[src/hdl/lattice_voter_model_step_top_macros.svh]
// assertion macros shared by the lattice voter step rtl
// depends on nothing; users supply clk and rst_n in scope
`ifndef LATTICE_VOTER_MODEL_STEP_TOP_MACROS_SVH
`define LATTICE_VOTER_MODEL_STEP_TOP_MACROS_SVH

// same-cycle implication, disabled during reset
`define LVM_ASSERT_NOW(label, ante, cons, msg) \
  label: assert property (@(posedge clk) disable iff (!rst_n) (ante) |-> (cons)) \
    else $error(msg);

// next-cycle implication, disabled during reset
`define LVM_ASSERT_NEXT(label, ante, cons, msg) \
  label: assert property (@(posedge clk) disable iff (!rst_n) (ante) |=> (cons)) \
    else $error(msg);

`endif

[src/hdl/lvm_pkg.sv]
// shared types, codes and neighbor tables for the lattice voter step block
// no dependencies
`timescale 1ns / 1ps
`default_nettype none

package lvm_pkg;

  localparam int CFG_W        = 7;
  localparam int CFG_MAX      = 127;
  localparam int LAT_W        = 3;
  localparam int COORD_W      = 6;
  localparam int PICK_W       = 4;
  localparam int OPINION_W    = 2;
  localparam int COUNT_W      = 13;
  localparam int NPOS_W       = 2 * CFG_W;
  localparam int NUM_COUNTS   = 3;
  localparam int REG_IDX_W    = 2;

  localparam int DEF_MAX_COLS    = 64;
  localparam int DEF_MAX_ROWS    = 64;
  localparam int DEF_NUM_PARTIES = 3;

  localparam logic [CFG_W-1:0]     RST_COLS    = 7'd64;
  localparam logic [CFG_W-1:0]     RST_ROWS    = 7'd64;
  localparam logic [CFG_W-1:0]     MIN_SIZE    = 7'd2;
  localparam logic [OPINION_W-1:0] OPINION_MAX = 2'd2;

  // lattice codes; the two unused codes behave as square8
  typedef enum logic [LAT_W-1:0] {
    LAT_TRI3    = 3'd0,
    LAT_SQUARE4 = 3'd1,
    LAT_HEX6    = 3'd2,
    LAT_SQUARE8 = 3'd3,
    LAT_TRI9    = 3'd4,
    LAT_TRI12   = 3'd5
  } lattice_t;

  typedef enum logic [REG_IDX_W-1:0] {
    REG_NEIGHBORHOOD = 2'd0,
    REG_GRID_COLUMNS = 2'd1,
    REG_GRID_ROWS    = 2'd2
  } reg_index_t;

  typedef enum logic {
    KIND_LOAD = 1'b0,
    KIND_STEP = 1'b1
  } kind_t;

  typedef enum logic {
    ST_IDLE = 1'b0,
    ST_WB   = 1'b1
  } state_t;

  typedef struct packed {
    logic                   kind;
    logic [COORD_W-1:0]     cell_col;
    logic [COORD_W-1:0]     cell_row;
    logic [PICK_W-1:0]      neighbor_pick;
    logic [OPINION_W-1:0]   load_opinion;
  } in_word_t;

  typedef struct packed {
    logic [OPINION_W-1:0]   prev_opinion;
    logic [OPINION_W-1:0]   post_opinion;
    logic                   changed;
    logic [COORD_W-1:0]     neighbor_col;
    logic [COORD_W-1:0]     neighbor_row;
    logic                   consensus;
    logic                   bad_coord;
  } out_word_t;

  // neighbor lookup result handed from the address unit
  typedef struct packed {
    logic [COORD_W-1:0]     ncol;
    logic [COORD_W-1:0]     nrow;
    logic                   bad;
  } nbr_res_t;

  // count update request to the tally unit
  typedef struct packed {
    logic                   inc_en;
    logic [OPINION_W-1:0]   inc_idx;
    logic                   dec_en;
    logic [OPINION_W-1:0]   dec_idx;
  } tally_op_t;

  typedef struct packed {
    logic signed [2:0]      dc;
    logic signed [2:0]      dr;
  } offset_t;

  // neighbors per lattice kind
  function automatic logic [PICK_W-1:0] hood_size(input logic [LAT_W-1:0] lat);
    logic [PICK_W-1:0] s;
    case (lat)
      LAT_TRI3:    s = 4'd3;
      LAT_SQUARE4: s = 4'd4;
      LAT_HEX6:    s = 4'd6;
      LAT_TRI9:    s = 4'd9;
      LAT_TRI12:   s = 4'd12;
      default:     s = 4'd8;
    endcase
    return s;
  endfunction

  // column and row move for one pick; triangular moves mirror on odd col+row
  function automatic offset_t nbr_offset(input logic [LAT_W-1:0] lat,
                                         input logic [PICK_W-1:0] pick,
                                         input logic odd_row,
                                         input logic odd_sum);
    offset_t o;
    o.dc = 3'sd0;
    o.dr = 3'sd0;
    case (lat)
      LAT_HEX6: begin
        case (pick)
          4'd0: o.dc = 3'sd1;
          4'd1: begin o.dc = odd_row ? 3'sd0 : 3'sd1;  o.dr = -3'sd1; end
          4'd2: begin o.dc = odd_row ? -3'sd1 : 3'sd0; o.dr = -3'sd1; end
          4'd3: o.dc = -3'sd1;
          4'd4: begin o.dc = odd_row ? -3'sd1 : 3'sd0; o.dr = 3'sd1; end
          default: begin o.dc = odd_row ? 3'sd0 : 3'sd1; o.dr = 3'sd1; end
        endcase
      end
      LAT_SQUARE4: begin
        case (pick)
          4'd0: o.dc = 3'sd1;
          4'd1: o.dr = -3'sd1;
          4'd2: o.dc = -3'sd1;
          default: o.dr = 3'sd1;
        endcase
      end
      LAT_TRI3: begin
        case (pick)
          4'd0: o.dc = 3'sd1;
          4'd1: o.dr = -3'sd1;
          default: o.dr = 3'sd1;
        endcase
        if (odd_sum) begin
          o.dc = -o.dc;
          o.dr = -o.dr;
        end
      end
      LAT_TRI9: begin
        case (pick)
          4'd0: o.dc = 3'sd1;
          4'd1: begin o.dc = 3'sd1;  o.dr = -3'sd1; end
          4'd2: o.dr = -3'sd2;
          4'd3: o.dr = -3'sd1;
          4'd4: begin o.dc = -3'sd1; o.dr = -3'sd1; end
          4'd5: begin o.dc = -3'sd1; o.dr = 3'sd1; end
          4'd6: o.dr = 3'sd1;
          4'd7: o.dr = 3'sd2;
          default: begin o.dc = 3'sd1; o.dr = 3'sd1; end
        endcase
        if (odd_sum) begin
          o.dc = -o.dc;
          o.dr = -o.dr;
        end
      end
      LAT_TRI12: begin
        case (pick)
          4'd0:  o.dc = 3'sd1;
          4'd1:  begin o.dc = 3'sd1;  o.dr = -3'sd1; end
          4'd2:  begin o.dc = 3'sd1;  o.dr = -3'sd2; end
          4'd3:  o.dr = -3'sd2;
          4'd4:  o.dr = -3'sd1;
          4'd5:  begin o.dc = -3'sd1; o.dr = -3'sd1; end
          4'd6:  o.dc = -3'sd1;
          4'd7:  begin o.dc = -3'sd1; o.dr = 3'sd1; end
          4'd8:  o.dr = 3'sd1;
          4'd9:  o.dr = 3'sd2;
          4'd10: begin o.dc = 3'sd1;  o.dr = 3'sd2; end
          default: begin o.dc = 3'sd1; o.dr = 3'sd1; end
        endcase
        if (odd_sum) begin
          o.dc = -o.dc;
          o.dr = -o.dr;
        end
      end
      default: begin
        case (pick)
          4'd0: o.dc = 3'sd1;
          4'd1: begin o.dc = 3'sd1;  o.dr = -3'sd1; end
          4'd2: o.dr = -3'sd1;
          4'd3: begin o.dc = -3'sd1; o.dr = -3'sd1; end
          4'd4: o.dc = -3'sd1;
          4'd5: begin o.dc = -3'sd1; o.dr = 3'sd1; end
          4'd6: o.dr = 3'sd1;
          default: begin o.dc = 3'sd1; o.dr = 3'sd1; end
        endcase
      end
    endcase
    return o;
  endfunction

  // toroidal move by -2..2; one add or subtract suffices since size >= 2
  function automatic logic [COORD_W-1:0] wrap_move(input logic [COORD_W-1:0] v,
                                                   input logic signed [2:0] d,
                                                   input logic [CFG_W-1:0] n);
    logic signed [CFG_W+1:0] t;
    logic signed [CFG_W+1:0] sn;
    logic signed [CFG_W+1:0] r;
    sn = $signed({2'b00, n});
    t  = $signed({{(CFG_W+2-COORD_W){1'b0}}, v}) + (CFG_W+2)'(d);
    if (t < 0) begin
      r = t + sn;
    end else if (t >= sn) begin
      r = t - sn;
    end else begin
      r = t;
    end
    return r[COORD_W-1:0];
  endfunction

endpackage

`default_nettype wire

[src/hdl/lvm_nbr.sv]
// neighbor position and opinion-store addresses for one input word
// depends on lvm_pkg (offset table, wrap and size functions)
`timescale 1ns / 1ps
`default_nettype none

module lvm_nbr import lvm_pkg::*; #(
  parameter int ADDR_W = 12
) (
  input  in_word_t             item,
  input  logic [LAT_W-1:0]     lattice,
  input  logic [CFG_W-1:0]     cols,
  input  logic [CFG_W-1:0]     rows,
  output nbr_res_t             res,
  output logic [ADDR_W-1:0]    cell_addr,
  output logic [ADDR_W-1:0]    nbr_addr
);

  offset_t           off;
  logic [PICK_W-1:0] size;
  logic [COORD_W-1:0] ncol;
  logic [COORD_W-1:0] nrow;
  logic [NPOS_W-1:0] cell_lin;
  logic [NPOS_W-1:0] nbr_lin;
  logic              bad;

  // lattice move for this cell and pick
  always_comb begin
    size = hood_size(lattice);
    off  = nbr_offset(lattice, item.neighbor_pick, item.cell_row[0],
                      item.cell_col[0] ^ item.cell_row[0]);
    ncol = wrap_move(item.cell_col, off.dc, cols);
    nrow = wrap_move(item.cell_row, off.dr, rows);
  end

  // range check on cell and pick
  assign bad = ({1'b0, item.cell_col} >= cols) || ({1'b0, item.cell_row} >= rows) ||
               ((item.kind == KIND_STEP) && (item.neighbor_pick >= size));

  // row-major linear addresses
  assign cell_lin  = NPOS_W'(item.cell_row) * NPOS_W'(cols) + NPOS_W'(item.cell_col);
  assign nbr_lin   = NPOS_W'(nrow) * NPOS_W'(cols) + NPOS_W'(ncol);
  assign cell_addr = ADDR_W'(cell_lin);
  assign nbr_addr  = ADDR_W'(nbr_lin);

  assign res.ncol = ncol;
  assign res.nrow = nrow;
  assign res.bad  = bad;

endmodule

`default_nettype wire

[config.mk]
export PLATFORM = sky130hd
export DESIGN_NAME = lvm_nbr
export DESIGN_NICKNAME = d
export VERILOG_FILES = /design/src/hdl/lattice_voter_model_step_top_macros.svh /design/src/hdl/lvm_pkg.sv /design/src/hdl/lvm_nbr.sv
export SDC_FILE = /design/constraint.sdc
export NUM_CORES = 1
export LEC_CHECK = 0
export BUFFER_PORTS_ARGS = -buffer_cell sky130_fd_sc_hd__buf_2
export CAP_MARGIN = 20
export CORE_ASPECT_RATIO = 0.6
export CORE_MARGIN = 5
export CORE_UTILIZATION = 29
export DETAILED_ROUTE_END_ITERATION = 7
export SKIP_LAST_GASP = 1
export SYNTH_ARGS = -nofsm -noshare
export SYNTH_HDL_FRONTEND = slang
export SYNTH_SLANG_ARGS = --single-unit
[constraint.sdc]
create_clock -name vclk -period 21
set_input_delay 3.15 -clock vclk [all_inputs]
set_output_delay 3.15 -clock vclk [all_outputs]
set_load 0.005 [all_outputs]
==> summary.md <==
| Metric | Value |
|---|---|
| GRT Total Usage | 14.2% |
| # clk buffers | 0 |
| N_diodes | 0 |
| Avg WL per Cell | 15.5 um |
| Nets@finish | 989 |
| MaxCap Viol Count | 0 |
| Slowest cell on the critical path | a21oi_1 |
| Synth top area cells | ha_1 26%, fa_1 18%, inv_1 7.0%, xnor2_1 4.6%, a21oi_1 4.5% |
| Cts hold-fix bufs | 0 |
| CP Launch Type | input pin |
| Worst-Margin Slew | 689 ps |
| Initial antenna violation count | 1 |
| Rows | 39 |
| Synth Instances | 733 |
| Outcome | complete, no violations |
| Detailed Route WL | 16.3 mm |
| Seq_cells | 0 |
| PortBufs | 71 |
| Fmax | 64.4 MHz |
| RSZ-0062 raised after global routing | no |
| Initial core utilization | 29.7% |
| Data required time of the worst path | 17850 ps |
| Initial DRC Count | 359 |
| Layout cells sized above 1 | 11.9% |
| Syn Nets | 937 |
| Hold depth | 3 |
| Full die area | 22600 um2 |
| Setup TNS | 0 ps |
| Final setup viols | 0 |
| Final hold vios | 0 |
| Largest net degree at the start of global routing | 27 |
| GPL Wtd Cong | 0.896 |
| I/O pin total | 73 |
| Fin. max-slew vios | 0 |
| YS warnings | 0 |
| Crit path max fanout | 26 |
| First-pass GRT wire length | 27.0 mm |
| Post-Synthesis Cell Area | 5690 um2 |
| Area leader, netlist | ha_1 |
| Most frequent cell after synthesis | ha_1 |
| Grt ovf | 0 |
| Sequential cell area | 0 um2 |
| Hpwl dp | 13.7 mm |
| Core box area | 19100 um2 |
| Synth unique cells | 64 |
| Headroom to the max-slew limit | 54.0% |
| Final ANT Viol Nets | 0 |
| Post-CTS Resized | 0 |
| Routed vias/inst | 4.95 |
| Area share of the largest cell type after synthesis | 25.5% |
| Setup CP Type | input pin to output pin |
| Residual DRC | 0 |
| Critical path data arrival time | 12390 ps |
| Final worst path period share | 74.0% |
| Vias in the first global route | 5002 |
| Critical Path Sink Type | output pin |
| Commonest cells post-synth | 116 x ha_1, 106 x inv_1, 57 x nand2_1 |
| Setup Fix Bufs, Post-CTS | 0 |
| Via count | 5196 |
| Initial DRT Pass Iterations | 5 |
| Worst min path class | input pin to output pin |
| Register area share after synthesis | 0% |
| Crit-path max cell delay | 560 ps |
| P&R area growth vs syn | 10.6% |
| Die span in y | 118 um |
| Chip width | 191 um |
| Period minus WS final | 15540 ps |
| Syn_area_per_cell | 7.76 um2 |
stage by stage:
step / setup WS, ps / cell area [um2] / cells / hold slack [ps] / util (%)
floorplan: 6480 / 5690 / 733 / 6420 / -
global placement: 5660 / 6290 / 1049 / 6640 / 32.9
detailed placement: 5520 / 6290 / 1049 / 6640 / 32.9
CTS: 5480 / 6290 / 1049 / 6640 / 32.9
global route: 4770 / 6290 / 1049 / 6650 / 32.9
finish: 5460 / 6290 / 1049 / 6630 / 32.9
cell usage in the layout (no fill, tap or decap), drive strengths merged, types with 3 or more instances in the layout:
| master | n |
|---|---|
| inv | 106 |
| and2 | 31 |
| o311ai | 3 |
| xnor2 | 32 |
| a21boi | 3 |
| nand2 | 57 |
| o21ai | 28 |
| a21oi | 53 |
| ha | 116 |
| xor2 | 12 |
| o211ai | 5 |
| mux2i | 3 |
| or4 | 5 |
| mux2 | 4 |
| and3 | 3 |
| a211oi | 4 |
| a21o | 16 |
| nor2b | 7 |
| o221ai | 4 |
| buf | 72 |
| nor4 | 12 |
| nor3 | 7 |
| nor2 | 54 |
| fa | 52 |
| nor3b | 4 |
| nand3 | 10 |
| a31oi | 9 |
| or3 | 6 |
| nand3b | 5 |
| o311a | 3 |
| o21bai | 13 |
| nand2b | 15 |
cells by family after synthesis:
kind of cell	count (synthesis)	synth area share, %
simple gates	228	20.7
fa+ha+maj	168	43.8
compound gates	158	18.5
buf+inv	128	8.60
xor+xnor	44	7.17
mux	7	1.32
final cells by class:
type / instances / area [um2]
repair buffers: 72 / 363
multi-input cells: 605 / 5200
fillers: 2118 / 12800
well taps: 266 / 333
inverters: 106 / 398
path summary, 6_finish.rpt:
path	start	slack (ps)	to
worst min-delay path	rows[6]	6630	res[0]
worst max-delay path	item[3]	5460	nbr_addr[11]
worst max-delay path: cells and delay by family:
kind	cells	cell delay, ps
muxes	3	740
AOI/OAI and AO/OA	11	2300
adders and majority gates	8	3320
buffers and inverters	7	780
and+or+nand+nor	7	1540
xor gates and xnor gates	3	490
per-layer routing:
| layer | global-route usage, % | wire (um) |
|---|---|---|
| met5 | 0 | 13 |
| met4 | 0.0897 | 15 |
| met3 | 1.24 | 988 |
| met2 | 19.9 | 6150 |
| met1 | 24.3 | 9090 |
Power is not shown: default switching activity piles up to over one toggle a cycle in this logic, so the estimate is an artifact.
