`src/hdl/lattice_voter_model_step_top_macros.svh`:
```
// assertion macros shared by the lattice voter step rtl
// depends on nothing; users supply clk and rst_n in scope
`ifndef LATTICE_VOTER_MODEL_STEP_TOP_MACROS_SVH
`define LATTICE_VOTER_MODEL_STEP_TOP_MACROS_SVH

// same-cycle implication, disabled during reset
`define LVM_ASSERT_NOW(label, ante, cons, msg) \
  label: assert property (@(posedge clk) disable iff (!rst_n) (ante) |-> (cons)) \
    else $error(msg);

// next-cycle implication, disabled during reset
`define LVM_ASSERT_NEXT(label, ante, cons, msg) \
  label: assert property (@(posedge clk) disable iff (!rst_n) (ante) |=> (cons)) \
    else $error(msg);

`endif

```
`src/hdl/lvm_pkg.sv`:
```
// shared types, codes and neighbor tables for the lattice voter step block
// no dependencies
`timescale 1ns / 1ps
`default_nettype none

package lvm_pkg;

  localparam int CFG_W        = 7;
  localparam int CFG_MAX      = 127;
  localparam int LAT_W        = 3;
  localparam int COORD_W      = 6;
  localparam int PICK_W       = 4;
  localparam int OPINION_W    = 2;
  localparam int COUNT_W      = 13;
  localparam int NPOS_W       = 2 * CFG_W;
  localparam int NUM_COUNTS   = 3;
  localparam int REG_IDX_W    = 2;

  localparam int DEF_MAX_COLS    = 64;
  localparam int DEF_MAX_ROWS    = 64;
  localparam int DEF_NUM_PARTIES = 3;

  localparam logic [CFG_W-1:0]     RST_COLS    = 7'd64;
  localparam logic [CFG_W-1:0]     RST_ROWS    = 7'd64;
  localparam logic [CFG_W-1:0]     MIN_SIZE    = 7'd2;
  localparam logic [OPINION_W-1:0] OPINION_MAX = 2'd2;

  // lattice codes; the two unused codes behave as square8
  typedef enum logic [LAT_W-1:0] {
    LAT_TRI3    = 3'd0,
    LAT_SQUARE4 = 3'd1,
    LAT_HEX6    = 3'd2,
    LAT_SQUARE8 = 3'd3,
    LAT_TRI9    = 3'd4,
    LAT_TRI12   = 3'd5
  } lattice_t;

  typedef enum logic [REG_IDX_W-1:0] {
    REG_NEIGHBORHOOD = 2'd0,
    REG_GRID_COLUMNS = 2'd1,
    REG_GRID_ROWS    = 2'd2
  } reg_index_t;

  typedef enum logic {
    KIND_LOAD = 1'b0,
    KIND_STEP = 1'b1
  } kind_t;

  typedef enum logic {
    ST_IDLE = 1'b0,
    ST_WB   = 1'b1
  } state_t;

  typedef struct packed {
    logic                   kind;
    logic [COORD_W-1:0]     cell_col;
    logic [COORD_W-1:0]     cell_row;
    logic [PICK_W-1:0]      neighbor_pick;
    logic [OPINION_W-1:0]   load_opinion;
  } in_word_t;

  typedef struct packed {
    logic [OPINION_W-1:0]   prev_opinion;
    logic [OPINION_W-1:0]   post_opinion;
    logic                   changed;
    logic [COORD_W-1:0]     neighbor_col;
    logic [COORD_W-1:0]     neighbor_row;
    logic                   consensus;
    logic                   bad_coord;
  } out_word_t;

  // neighbor lookup result handed from the address unit
  typedef struct packed {
    logic [COORD_W-1:0]     ncol;
    logic [COORD_W-1:0]     nrow;
    logic                   bad;
  } nbr_res_t;

  // count update request to the tally unit
  typedef struct packed {
    logic                   inc_en;
    logic [OPINION_W-1:0]   inc_idx;
    logic                   dec_en;
    logic [OPINION_W-1:0]   dec_idx;
  } tally_op_t;

  typedef struct packed {
    logic signed [2:0]      dc;
    logic signed [2:0]      dr;
  } offset_t;

  // neighbors per lattice kind
  function automatic logic [PICK_W-1:0] hood_size(input logic [LAT_W-1:0] lat);
    logic [PICK_W-1:0] s;
    case (lat)
      LAT_TRI3:    s = 4'd3;
      LAT_SQUARE4: s = 4'd4;
      LAT_HEX6:    s = 4'd6;
      LAT_TRI9:    s = 4'd9;
      LAT_TRI12:   s = 4'd12;
      default:     s = 4'd8;
    endcase
    return s;
  endfunction

  // column and row move for one pick; triangular moves mirror on odd col+row
  function automatic offset_t nbr_offset(input logic [LAT_W-1:0] lat,
                                         input logic [PICK_W-1:0] pick,
                                         input logic odd_row,
                                         input logic odd_sum);
    offset_t o;
    o.dc = 3'sd0;
    o.dr = 3'sd0;
    case (lat)
      LAT_HEX6: begin
        case (pick)
          4'd0: o.dc = 3'sd1;
          4'd1: begin o.dc = odd_row ? 3'sd0 : 3'sd1;  o.dr = -3'sd1; end
          4'd2: begin o.dc = odd_row ? -3'sd1 : 3'sd0; o.dr = -3'sd1; end
          4'd3: o.dc = -3'sd1;
          4'd4: begin o.dc = odd_row ? -3'sd1 : 3'sd0; o.dr = 3'sd1; end
          default: begin o.dc = odd_row ? 3'sd0 : 3'sd1; o.dr = 3'sd1; end
        endcase
      end
      LAT_SQUARE4: begin
        case (pick)
          4'd0: o.dc = 3'sd1;
          4'd1: o.dr = -3'sd1;
          4'd2: o.dc = -3'sd1;
          default: o.dr = 3'sd1;
        endcase
      end
      LAT_TRI3: begin
        case (pick)
          4'd0: o.dc = 3'sd1;
          4'd1: o.dr = -3'sd1;
          default: o.dr = 3'sd1;
        endcase
        if (odd_sum) begin
          o.dc = -o.dc;
          o.dr = -o.dr;
        end
      end
      LAT_TRI9: begin
        case (pick)
          4'd0: o.dc = 3'sd1;
          4'd1: begin o.dc = 3'sd1;  o.dr = -3'sd1; end
          4'd2: o.dr = -3'sd2;
          4'd3: o.dr = -3'sd1;
          4'd4: begin o.dc = -3'sd1; o.dr = -3'sd1; end
          4'd5: begin o.dc = -3'sd1; o.dr = 3'sd1; end
          4'd6: o.dr = 3'sd1;
          4'd7: o.dr = 3'sd2;
          default: begin o.dc = 3'sd1; o.dr = 3'sd1; end
        endcase
        if (odd_sum) begin
          o.dc = -o.dc;
          o.dr = -o.dr;
        end
      end
      LAT_TRI12: begin
        case (pick)
          4'd0:  o.dc = 3'sd1;
          4'd1:  begin o.dc = 3'sd1;  o.dr = -3'sd1; end
          4'd2:  begin o.dc = 3'sd1;  o.dr = -3'sd2; end
          4'd3:  o.dr = -3'sd2;
          4'd4:  o.dr = -3'sd1;
          4'd5:  begin o.dc = -3'sd1; o.dr = -3'sd1; end
          4'd6:  o.dc = -3'sd1;
          4'd7:  begin o.dc = -3'sd1; o.dr = 3'sd1; end
          4'd8:  o.dr = 3'sd1;
          4'd9:  o.dr = 3'sd2;
          4'd10: begin o.dc = 3'sd1;  o.dr = 3'sd2; end
          default: begin o.dc = 3'sd1; o.dr = 3'sd1; end
        endcase
        if (odd_sum) begin
          o.dc = -o.dc;
          o.dr = -o.dr;
        end
      end
      default: begin
        case (pick)
          4'd0: o.dc = 3'sd1;
          4'd1: begin o.dc = 3'sd1;  o.dr = -3'sd1; end
          4'd2: o.dr = -3'sd1;
          4'd3: begin o.dc = -3'sd1; o.dr = -3'sd1; end
          4'd4: o.dc = -3'sd1;
          4'd5: begin o.dc = -3'sd1; o.dr = 3'sd1; end
          4'd6: o.dr = 3'sd1;
          default: begin o.dc = 3'sd1; o.dr = 3'sd1; end
        endcase
      end
    endcase
    return o;
  endfunction

  // toroidal move by -2..2; one add or subtract suffices since size >= 2
  function automatic logic [COORD_W-1:0] wrap_move(input logic [COORD_W-1:0] v,
                                                   input logic signed [2:0] d,
                                                   input logic [CFG_W-1:0] n);
    logic signed [CFG_W+1:0] t;
    logic signed [CFG_W+1:0] sn;
    logic signed [CFG_W+1:0] r;
    sn = $signed({2'b00, n});
    t  = $signed({{(CFG_W+2-COORD_W){1'b0}}, v}) + (CFG_W+2)'(d);
    if (t < 0) begin
      r = t + sn;
    end else if (t >= sn) begin
      r = t - sn;
    end else begin
      r = t;
    end
    return r[COORD_W-1:0];
  endfunction

endpackage

`default_nettype wire

```
`src/hdl/lvm_tally.sv`:
```
// per-party counts and the consensus flag
// depends on lvm_pkg for count widths and the update struct
`timescale 1ns / 1ps
`default_nettype none

module lvm_tally import lvm_pkg::*; (
  input  logic              clk,
  input  logic              rst_n,
  input  tally_op_t         op,
  input  logic [NPOS_W-1:0] npos,
  output logic              consensus
);

  logic [COUNT_W-1:0] count_r   [NUM_COUNTS];
  logic [COUNT_W-1:0] count_nxt [NUM_COUNTS];

  // count moves, wrapping at the count width
  always_comb begin
    for (int p = 0; p < NUM_COUNTS; p++) begin
      count_nxt[p] = count_r[p];
      if (op.inc_en && (op.inc_idx == OPINION_W'(p))) begin
        count_nxt[p] = count_nxt[p] + 1'b1;
      end
      if (op.dec_en && (op.dec_idx == OPINION_W'(p))) begin
        count_nxt[p] = count_nxt[p] - 1'b1;
      end
    end
  end

  always_ff @(posedge clk) begin
    if (!rst_n) begin
      for (int p = 0; p < NUM_COUNTS; p++) begin
        count_r[p] <= '0;
      end
    end else begin
      for (int p = 0; p < NUM_COUNTS; p++) begin
        count_r[p] <= count_nxt[p];
      end
    end
  end

  // one party holding every position, after this update
  always_comb begin
    consensus = 1'b0;
    for (int p = 0; p < NUM_COUNTS; p++) begin
      if ({1'b0, count_nxt[p]} == npos) begin
        consensus = 1'b1;
      end
    end
  end

endmodule

`default_nettype wire

```
`config.mk`:
```
export PLATFORM = sky130hd
export DESIGN_NAME = lvm_tally
export DESIGN_NICKNAME = d
export VERILOG_FILES = /design/src/hdl/lattice_voter_model_step_top_macros.svh /design/src/hdl/lvm_pkg.sv /design/src/hdl/lvm_tally.sv
export SDC_FILE = /design/constraint.sdc
export NUM_CORES = 1
export LEC_CHECK = 0
export BUFFER_PORTS_ARGS = -buffer_cell sky130_fd_sc_hd__buf_4
export CORE_UTILIZATION = 65
export CTS_BUF_LIST = sky130_fd_sc_hd__clkbuf_4 sky130_fd_sc_hd__clkbuf_8 sky130_fd_sc_hd__clkbuf_16
export DETAILED_ROUTE_END_ITERATION = 16
export GPL_TIMING_DRIVEN = 0
export MAX_ROUTING_LAYER = met4
export PLACE_DENSITY = 0.89
export SLEW_MARGIN = 0
export SYNTH_ARGS = -nofsm -noshare
export SYNTH_HDL_FRONTEND = slang
export SYNTH_SLANG_ARGS = --single-unit
```
`constraint.sdc`:
```
create_clock -name clk -period 4.73 [get_ports clk]
set_input_delay 0.2365 -clock clk [delete_from_list [all_inputs] [get_ports clk]]
set_output_delay 0.2365 -clock clk [all_outputs]
set_load 0.05 [all_outputs]
```
==> results.toml <==
[power]
ir_drop_uv = 139.5
p_total_w = 0.001066
leakagePower_nw = 1.708
power_density_nw_per_um2 = 225.6

[setup_path]
cp-end-kind = "output pin"
worstRegToRegCells = 9
r2r_end = "count_r[0][25]"
worstSetupStartpointType = "flop"
worst_ep_arrival_time_ns = 4.08
path_max_fanout = 9
rr_startpoint = "count_r[0][13]"
worstSetupPathType = "reg2out"
r2r_slack_ns = 1.56
required_ns = 4.49

[grt]
grt_pass1_vias = 4178
grt_max_degree = 13
overflow = 0
grt_pass1_wl_mm = 19.47
antenna_found_initial = 0
grt_usage_pct = 35.35

[finish]
reg_top3 = "count_r: 39 flops"
final_common_cell = "xnor2_1"
final_nets = 604
area_growth_pct = 7.670
fill_cells = 485
multi_input_area_um2 = 3402
drive_gt1_share_pct = 11.79
largest_reg_flops = 39
register_area_um2 = 780.7
top_register = "count_r"
final_cell_mix = "65 x xnor2_1, 42 x nor2_1, 39 x dfxtp_1, 37 x nand2_1, 33 x xor2_1"
n_antenna_cell = 0

[timing]
setup_violations = 0
finalHoldViolations = 0
rsz0062_at_grt = "false"
slew_headroom_pct = 28.87
slew_violations = 0
tns_ns = 0
skew_ns = 0.008793
fin_crit_sh_pct = 91.32
fmax_mhz = 231.5
worst_slew_pin_slew_ns = 1.054
period_minus_slack_ns = 4.319

[detailed_routing]
wl_per_cell_um = 17.98
drc = 2
vias_per_cell = 6.706
firstDrtPassIters = 11
drt-total-wl_mm = 11.76
initialDrtViolationCount = 369
drtAntennaViolNets = 0
vias = 4386

[yosys]
synth-seq-cells = 39
synthesis.area_um2 = 4388
synth_ff_type = "dfxtp_1"
syn-num-nets = 579
netlist_instances = 551
async_reset_ff_share_pct = 0
synth-seq-area-share_pct = 17.79
synth_edf_count = 0
syn_area_per_cell_um2 = 7.964
ys_types = 82
yosysWarningCount = 0

[clocking]
htree_levels = 2
clk_latency_ns = 0.31
tritoncts = "built"
clkSinkCount = 39
cts_buffers = 5
clockRootBuffer = "clkbuf_8"
clk_pin_slew_ns = 0.08
cts_setup_buffers = 0
cts_buffer_depth = 2

[hold_path]
whs_endpoint = "count_r[0][10]"
min_path_type = "in2reg"
hold_depth = 2
hp-start = "rst_n"

[floorplan]
core-area_um2 = 6422
num_rows = 29
die_y_um = 84.16
io_pins = 23
die-area_um2 = 7083
start_util_pct = 68.32
chipWidth_um = 84.16

[placement]
place.gp.congestion = 0.9415
io_buffers = 18
dp_hpwl_mm = 9.104

[flow_run]
max-cap-violations = 0

[status]
outcome = "complete, but fails checks"
violations = "DRC"
worst max-delay path, cell delays in order (launching register included):
cell and delay [ns]:
dfxtp_1 0.47, ha_1 0.20, clkbuf_1 0.30, and4b_1 0.31, xor2_1 0.19, a2111oi_4 0.62
nand2_1 0.22, a211oi_1 0.36, nand4_1 0.13, nor4b_1 0.39, nand4_1 0.18, o311ai_1 0.14
buf_4 0.26
power breakdown:
| group | switching (W) | internal [W] |
|---|---|---|
| Combinational | 0.000232 | 0.000182 |
| Sequential | 0.0000289 | 0.000355 |
| Clock | 0.000135 | 0.000133 |
per-layer routing:
layer | up-vias | share of wire (%) | track usage [%]
met5 | - | 0 | -
met4 | 0 | 3.9 | 15.52
met3 | 57 | 8.6 | 7.276
met2 | 238 | 46 | 56.56
met1 | 2044 | 42 | 43.11
li1 | 2047 | - | -
area by class of cell:
cell class | count | share of cell area, %
multi-input combinational | 466 | 72.01
timing repair buffer | 18 | 2.860
inverter | 10 | 0.7945
tap | 77 | 2.039
buffer | 36 | 3.575
clock inverter | 1 | 0.1589
sequential | 39 | 16.53
clock buffer | 7 | 2.039
worst max path at each step:
| stage | end | from | cells after the start | slack (ns) |
|---|---|---|---|---|
| after CTS | consensus | count_r[0][1] | 11 | 0.45 |
| after floorplan | consensus | op[5] | 14 | 0.70 |
| final | consensus | count_r[0][13] | 12 | 0.41 |
| after detailed placement | consensus | count_r[0][1] | 11 | 0.77 |
| after global routing | consensus | count_r[0][13] | 12 | 0.13 |
| after global placement | consensus | op[5] | 16 | 0.84 |
through the flow:
step                util, %  cells  instance area (um^2)  worst slack, ns  hold slack, ns
floorplan                 -    551                  4388           0.6974          0.3582
global placement      71.93    646                  4619           0.8447          0.5350
detailed placement    71.93    646                  4619           0.7727          0.5440
CTS                   73.54    654                  4723           0.4477          0.2240
global route          73.56    654                  4725           0.1312          0.2279
finish                73.56    654                  4725           0.4105          0.2297
cells in the mapped netlist, drive strengths merged, types with 5 or more instances:
master  instances  area (um^2)
xnor2          66        585.6
nor2           42        157.7
dfxtp          39        780.8
nand2          38        145.1
xor2           33        289.0
clkbuf         24        90.09
nand3          24        125.1
nor3           24        125.1
and2           23        143.9
nand4          23        143.9
a21oi          15        75.07
mux2i          15        150.1
and3           12        75.07
buf            12        78.83
nor4           12        115.1
inv            10        37.54
o21ai          10        50.04
a211oi          8        85.08
or3             8        65.06
nand2b          7        43.79
nor2b           7        43.79
ha              6        75.07
a31oi           5        31.28
and4b           5        50.05
mux2            5        56.30
nand3b          5        37.54
nor3b           5        42.54
logic make-up after synthesis:
family | count (synthesis) | synth area share [%]
DFF | 39 | 17.79
AOI/OAI and AO/OA | 77 | 13.74
buffers and inverters | 46 | 4.705
muxes | 20 | 4.705
adders and majority gates | 7 | 1.939
xor gates and xnor gates | 103 | 21.98
and+or+nand+nor | 259 | 35.13
timing repair:
item | in CTS | in global routing
hold buffers | 0 | 0
setup endpoints to repair | 0 | 1
hold endpoints to repair | 0 | 0
gates resized for setup | 0 | 1
No activity file was read; power rests on OpenSTA's default activity.
